===== config.mk =====
export PLATFORM = sky130hd
export DESIGN_NAME = argb_rotated_pixel_blend
export DESIGN_NICKNAME = d
export VERILOG_FILES = /design/src/rpb_pkg.sv /design/src/rpb_div_cell.sv /design/src/argb_rotated_pixel_blend.sv
export SDC_FILE = /design/constraint.sdc
export NUM_CORES = 2
export LEC_CHECK = 0
export BUFFER_PORTS_ARGS = -buffer_cell sky130_fd_sc_hd__buf_2
export CAP_MARGIN = 20
export CORE_AREA = 2 2 594 449
export DETAILED_ROUTE_END_ITERATION = 6
export DIE_AREA = 0 0 596 451
export PLACE_DENSITY_LB_ADDON = 0.3
export SETUP_SLACK_MARGIN = 0.02
export SKIP_CTS_REPAIR_TIMING = 1
export SLEW_MARGIN = 25
export SYNTH_ARGS = -nofsm -noshare
export SYNTH_HDL_FRONTEND = slang
export SYNTH_SLANG_ARGS = --single-unit

===== constraint.sdc =====
create_clock -name clk -period 9.7 [get_ports clk]
set_clock_uncertainty 0.1 [all_clocks]
set_input_delay 0.97 -clock clk [delete_from_list [all_inputs] [get_ports clk]]
set_output_delay 0.97 -clock clk [all_outputs]
set_load 0.02 [all_outputs]

===== src/rpb_pkg.sv =====
// ----------------------------------------------------------------------------
// rpb_pkg
// Types, register indexes and helpers shared by the rotated pixel blender.
// ----------------------------------------------------------------------------
package rpb_pkg;

  localparam int ChanW = 8;
  localparam int NumW  = 16;
  localparam int AddrW = 30;
  localparam int DimW  = 13;

  localparam logic [2:0] REG_FRAME_BASE  = 3'd0;
  localparam logic [2:0] REG_ROW_PITCH   = 3'd1;
  localparam logic [2:0] REG_ROTATE_CW   = 3'd2;
  localparam logic [2:0] REG_CANVAS_W    = 3'd3;
  localparam logic [2:0] REG_CANVAS_H    = 3'd4;

  // word moving through the divider chain
  typedef struct packed {
    logic                       we;
    logic                       opaque;
    logic [AddrW-1:0]           addr;
    logic [31:0]                fc;
    logic [ChanW-1:0]           oa;
    logic [2:0][NumW-1:0]       rem;
    logic [2:0][ChanW-1:0]      quo;
  } rpb_div_t;

  // exact floor(x/255) for x <= 255*255
  function automatic logic [ChanW-1:0] div255(input logic [NumW-1:0] x);
    logic [NumW:0] s;
    s = {1'b0, x} + {9'b0, x[15:8]} + 17'd1;
    return s[15:8];
  endfunction

endpackage


===== src/rpb_div_cell.sv =====
// ----------------------------------------------------------------------------
// rpb_div_cell
// One restoring-division step for the three color channels, registered.
// ----------------------------------------------------------------------------
module rpb_div_cell import rpb_pkg::*; #(
  parameter int BIT = 7
) (
  input  logic     clk,
  input  logic     rst,
  input  logic     in_valid,
  output logic     in_ready,
  input  rpb_div_t in_word,
  output logic     out_valid,
  input  logic     out_ready,
  output rpb_div_t out_word
);

  rpb_div_t word_next;
  logic [NumW-1:0] dsh;

  assign in_ready = !out_valid || out_ready;
  assign dsh = NumW'({8'd0, in_word.oa} << BIT);

  always_comb begin
    word_next = in_word;
    for (int c = 0; c < 3; c++) begin
      if (in_word.rem[c] >= dsh) begin
        word_next.rem[c]      = in_word.rem[c] - dsh;
        word_next.quo[c][BIT] = 1'b1;
      end
    end
  end

  always_ff @(posedge clk) begin
    if (rst) begin
      out_valid <= 1'b0;
    end else if (in_ready) begin
      out_valid <= in_valid;
    end
    if (in_ready) begin
      out_word <= word_next;
    end
  end

endmodule


===== src/argb_rotated_pixel_blend.sv =====
// ----------------------------------------------------------------------------
// argb_rotated_pixel_blend
// Non-premultiplied ARGB8888 "over" blend with rotated frame addressing.
// ----------------------------------------------------------------------------
// Takes one pixel per clock unless stalled and returns one result word per
// pixel, in order, through five arithmetic stages (alpha scaling, address
// multiply and add, background alpha scaling, channel numerators) and then
// a chain of eight division cells, one quotient bit each. Every stage holds
// its word independently, so bubbles close up under output back-pressure.
// Configuration registers are written through cfg_* and take effect at once;
// cfg_ready is always high.
module argb_rotated_pixel_blend import rpb_pkg::*; (
  input  logic        clk,
  input  logic        rst,
  input  logic        cfg_valid,
  output logic        cfg_ready,
  input  logic [2:0]  cfg_index,
  input  logic [29:0] cfg_data,
  input  logic        s_tvalid,
  output logic        s_tready,
  // pos_x[11:0], pos_y[23:12], fore_color[55:24], global_alpha[63:56],
  // back_color[95:64]
  input  logic [95:0] s_tdata,
  output logic        m_tvalid,
  input  logic        m_tready,
  // write_enable[0], word_address[30:1], out_color[62:31], zero[63]
  output logic [63:0] m_tdata
);

  logic [AddrW-1:0] frame_base;
  logic [DimW-1:0]  row_pitch, canvas_width, canvas_height;
  logic             rotate_clockwise;

  assign cfg_ready = 1'b1;

  always_ff @(posedge clk) begin
    if (rst) begin
      frame_base       <= '0;
      row_pitch        <= DimW'(1);
      rotate_clockwise <= 1'b1;
      canvas_width     <= DimW'(1);
      canvas_height    <= DimW'(1);
    end else if (cfg_valid) begin
      unique case (cfg_index)
        REG_FRAME_BASE: frame_base       <= cfg_data;
        REG_ROW_PITCH:  row_pitch        <= cfg_data[DimW-1:0];
        REG_ROTATE_CW:  rotate_clockwise <= cfg_data[0];
        REG_CANVAS_W:   canvas_width     <= cfg_data[DimW-1:0];
        REG_CANVAS_H:   canvas_height    <= cfg_data[DimW-1:0];
        default: ;
      endcase
    end
  end

  logic [11:0] px, py;
  logic [31:0] fc_in, bc_in;
  logic [7:0]  ga;
  assign px    = s_tdata[11:0];
  assign py    = s_tdata[23:12];
  assign fc_in = s_tdata[55:24];
  assign ga    = s_tdata[63:56];
  assign bc_in = s_tdata[95:64];

  // stage 1: alpha product, rotated row/column
  logic v1, r1;
  logic [NumW-1:0]  pa1;
  logic [AddrW-1:0] row1, col1;
  logic [31:0]      fc1, bc1;
  // stage 2: scaled alpha, pitch*row
  logic v2, r2;
  logic [ChanW-1:0] fa2;
  logic [AddrW-1:0] prod2, col2;
  logic [31:0]      fc2, bc2;
  // stage 3: address, fa*ba
  logic v3, r3;
  logic [ChanW-1:0] fa3;
  logic [AddrW-1:0] addr3;
  logic [NumW-1:0]  fb3;
  logic [31:0]      fc3, bc3;
  // stage 4: output alpha and background weight
  logic v4, r4;
  logic [ChanW-1:0] fa4, oa4, bw4;
  logic [AddrW-1:0] addr4;
  logic [31:0]      fc4, bc4;
  // stage 5: divider input
  logic v5, r5;
  rpb_div_t w5;

  logic [ChanW-1:0] comb3;
  assign comb3 = div255(fb3);

  always_ff @(posedge clk) begin
    if (rst) begin
      v1 <= 1'b0; v2 <= 1'b0; v3 <= 1'b0; v4 <= 1'b0; v5 <= 1'b0;
    end else begin
      if (s_tready) v1 <= s_tvalid;
      if (r1)       v2 <= v1;
      if (r2)       v3 <= v2;
      if (r3)       v4 <= v3;
      if (r4)       v5 <= v4;
    end
    if (s_tready) begin
      pa1 <= NumW'(fc_in[31:24] * ga);
      if (rotate_clockwise) begin
        col1 <= AddrW'(py);
        row1 <= AddrW'(canvas_width) - AddrW'(px) - AddrW'(1);
      end else begin
        col1 <= AddrW'(canvas_height) - AddrW'(py) - AddrW'(1);
        row1 <= AddrW'(px);
      end
      fc1 <= fc_in;
      bc1 <= bc_in;
    end
    if (r1) begin
      fa2   <= div255(pa1);
      prod2 <= AddrW'(row_pitch * row1);
      col2  <= col1;
      fc2   <= fc1;
      bc2   <= bc1;
    end
    if (r2) begin
      fa3   <= fa2;
      addr3 <= frame_base + prod2 + col2;
      fb3   <= NumW'(fa2 * bc2[31:24]);
      fc3   <= fc2;
      bc3   <= bc2;
    end
    if (r3) begin
      fa4   <= fa3;
      oa4   <= fa3 + bc3[31:24] - comb3;
      bw4   <= bc3[31:24] - comb3;
      addr4 <= addr3;
      fc4   <= fc3;
      bc4   <= bc3;
    end
    if (r4) begin
      w5.we     <= (fa4 != '0);
      w5.opaque <= (fa4 == 8'hff);
      w5.addr   <= addr4;
      w5.fc     <= fc4;
      w5.oa     <= oa4;
      w5.quo    <= '0;
      for (int c = 0; c < 3; c++) begin
        w5.rem[c] <= NumW'(fc4[8*c +: 8] * fa4) + NumW'(bc4[8*c +: 8] * bw4);
      end
    end
  end

  // division chain, quotient bit 7 first
  logic     cv [9];
  logic     cr [9];
  rpb_div_t cw [9];

  assign cv[0] = v5;
  assign cw[0] = w5;
  assign r5    = cr[0];

  for (genvar i = 0; i < 8; i++) begin : g_cell
    rpb_div_cell #(.BIT(7 - i)) u_cell (
      .clk       (clk),
      .rst       (rst),
      .in_valid  (cv[i]),
      .in_ready  (cr[i]),
      .in_word   (cw[i]),
      .out_valid (cv[i+1]),
      .out_ready (cr[i+1]),
      .out_word  (cw[i+1])
    );
  end

  assign cr[8] = m_tready;

  assign r4       = !v5 || r5;
  assign r3       = !v4 || r4;
  assign r2       = !v3 || r3;
  assign r1       = !v2 || r2;
  assign s_tready = !v1 || r1;

  logic [31:0] color;
  always_comb begin
    if (cw[8].opaque) begin
      color = cw[8].fc;
    end else begin
      color = {cw[8].oa, cw[8].quo[2], cw[8].quo[1], cw[8].quo[0]};
    end
  end

  assign m_tvalid = cv[8];
  assign m_tdata  = cw[8].we ? {1'b0, color, cw[8].addr, 1'b1} : 64'd0;

endmodule


==> flow_summary.ini <==
[yosys]
synthFlopType = edfxtp_1
ys_ff_latch = 1678
synth_enable_flop_cells = 1595
ys_seq_area_share_pct = 54.07
synth_area_sq_um = 91660
synth_fp_nets = 8443
ys_types = 81
async_reset_ff_share_pct = 0
syn_avg_cell_area_sq_um = 12.89
synthCells = 7111
synth_warnings = 0

[floorplan]
die_x_um = 596
coreArea_sq_um = 263900
initial_core_util_pct = 34.74
dieHeight_um = 451
num_rows = 164
ios = 201
die_area_sq_um = 268800

[min_path]
hp-class = in -> reg

[grt]
grt_pass1_vias = 52990
track_usage_pct = 14.93
grt_pass1_wl_mm = 312.2
grt_max_degree = 84
grt.overflow.total = 0
antenna_found_initial = 15

[layout]
drive_gt1_share_pct = 7.592
area_growth_pct = 11.96
multiInputGateArea_sq_um = 37930
final-seq-area_sq_um = 49560
nets = 8735
mostFrequentLayoutCell = edfxtp_1
fillerInstances = 24880
final_cell_mix = edfxtp_1 (1595), inv_1 (988), nand2_1 (623)

[sta]
worstMarginPinSlew_ns = 1.065
clock.fmax_mhz = 153.7
tns_ns = 0
timing.final.crit_share_pct = 67.07
rsz0062_at_grt = no
final.min_clock_period_ns = 6.506
slew_headroom_pct = 29.00
finalMaxSlewViolations = 0
setup-violations-final = 0
final_hold_viol_count = 0

[cts]
cts.sinks = 1678
insertion_delay_ns = 0.86
cts-root-buf = clkbuf_16
cts.clk_slew.worst_paths_ns = 0.05
cts_max_level = 4
cts_tree = done
clk_path_buf_depth = 4
cts_buffers = 187

[route]
wl_per_cell_um = 18.13
viasPerCell = 4.704
first_pass_iters = 6
final_antenna_net_count = 0
drcViolationCount = 0
routed-via-count = 51880
wirelength_mm = 199.9
drtIter0Drc = 3614

[run_status]
outcome = complete, no violations

[worst_setup_path]
crit_required_ns = 10.13
crit_top_cell = fa_1
startpoint_type = flip-flop
critPathBufInv = 3
end_kind = flip-flop
crit_chain = nand2_1, fa_1, fa_1, inv_1, fa_1, fa_1, fa_1, inv_1, fa_1, inv_1, ha_1, and2_1, o21ai_0, o31ai_1, or4_1, a31o_2, a21oi_1, xnor2_1
critPathArrivalTime_ns = 6.93
cpPeakStageDelay_ns = 0.98
slowest_stage = edfxtp_1
critPathMaxFanout = 26
crit_family = adder cells
critPathKind = reg -> reg

[place]
io_buffers = 198
hpwl_mm = 150.2
place.gp.congestion = 0.8551

[run]
max-cap-violations = 0
==> cell type report <==
type / count / area share [%]
clock buffer: 212 / 4.682
inverter: 995 / 3.659
antenna: 8 / 0.01951
timing repair buffer: 238 / 1.258
multi-input combinational: 4303 / 36.96
tap: 3486 / 4.250
clock inverter: 108 / 0.8864
sequential: 1678 / 48.29
==> registers in the layout, summed over array words and instances (netlist names), 13 cells and up <==
signal                  count
g_cell.u_cell.out_word   1020
cw                        120
bc1                        32
bc2                        32
bc3                        32
fc1                        32
fc2                        32
fc3                        32
fc4                        32
addr3                      30
addr4                      30
frame_base                 30
prod2                      30
bc4                        24
fb3                        16
pa1                        16
col1                       15
col2                       15
row1                       15
canvas_height              13
canvas_width               13
row_pitch                  13
==> cells in the mapped netlist, types with 28 or more instances <==
master / number / area share (%)
edfxtp_1: 1595 / 52
inv_1: 994 / 4.1
nand2_1: 628 / 2.6
fa_1: 612 / 13
ha_1: 586 / 8.0
and2_1: 447 / 3.1
a21oi_1: 331 / 1.8
nor2_1: 286 / 1.2
xnor2_1: 252 / 2.4
o21ai_0: 180 / 0.98
clkbuf_1: 123 / 0.50
xor2_1: 106 / 1.0
a21o_1: 104 / 0.85
nor2b_1: 100 / 0.68
dfxtp_1: 83 / 1.8
nand2b_1: 59 / 0.40
nor3_1: 58 / 0.32
mux2i_1: 55 / 0.60
nand4_1: 48 / 0.33
nand3_1: 44 / 0.24
a21boi_0: 32 / 0.26
o21a_1: 28 / 0.23
o21bai_1: 28 / 0.23
==> metrics by stage <==
step	worst slack, ns	instance area (sq um)	hold slack, ns	util, %	cells
after floorplan	1.244	91660	0.3003	-	7111
after global placement	3.194	96880	0.3005	36.71	10700
after detailed placement	3.190	96880	0.3045	36.71	10700
after CTS	3.153	102600	0.1536	38.88	11020
after global routing	2.789	102600	0.1730	38.88	11020
final	3.194	102600	0.2330	38.89	11030
==> worst paths after layout <==
| path | slack, ns | endpoint | startpoint | cells past startpoint |
|---|---|---|---|---|
| setup reg to reg | 3.19 | cw[1191] | fa4[2] | 18 |
| hold reg to reg | 0.28 | addr4[3] | addr3[3] | 0 |
| setup / recovery | 3.19 | cw[1191] | fa4[2] | 18 |
| hold / removal | 0.23 | fc1[15] | s_tdata[39] | 1 |
==> metal layers <==
layer | track usage [%] | wire length (um)
met1 | 22.64 | 100500
met3 | 3.123 | 12280
met2 | 21.70 | 82650
met4 | 3.458 | 4394
met5 | 0 | 59
==> cells by family (layout without fill, tap and decap cells) <==
logic type      after synthesis  after routing  synth area share [%]
simple gates               1824           1824                 9.993
xor+xnor                    358            358                 3.421
buf+inv                    1130           1553                 4.642
mux                          82             82                0.9323
other cells                   2             10              0.008193
compound gates              839            839                 5.572
fa+ha+maj                  1198           1198                 21.37
flops                      1678           1678                 54.07
Power is left out: the tool's default activity adds up to more than one toggle a clock period on the data nets, which glitch-free logic cannot reach.
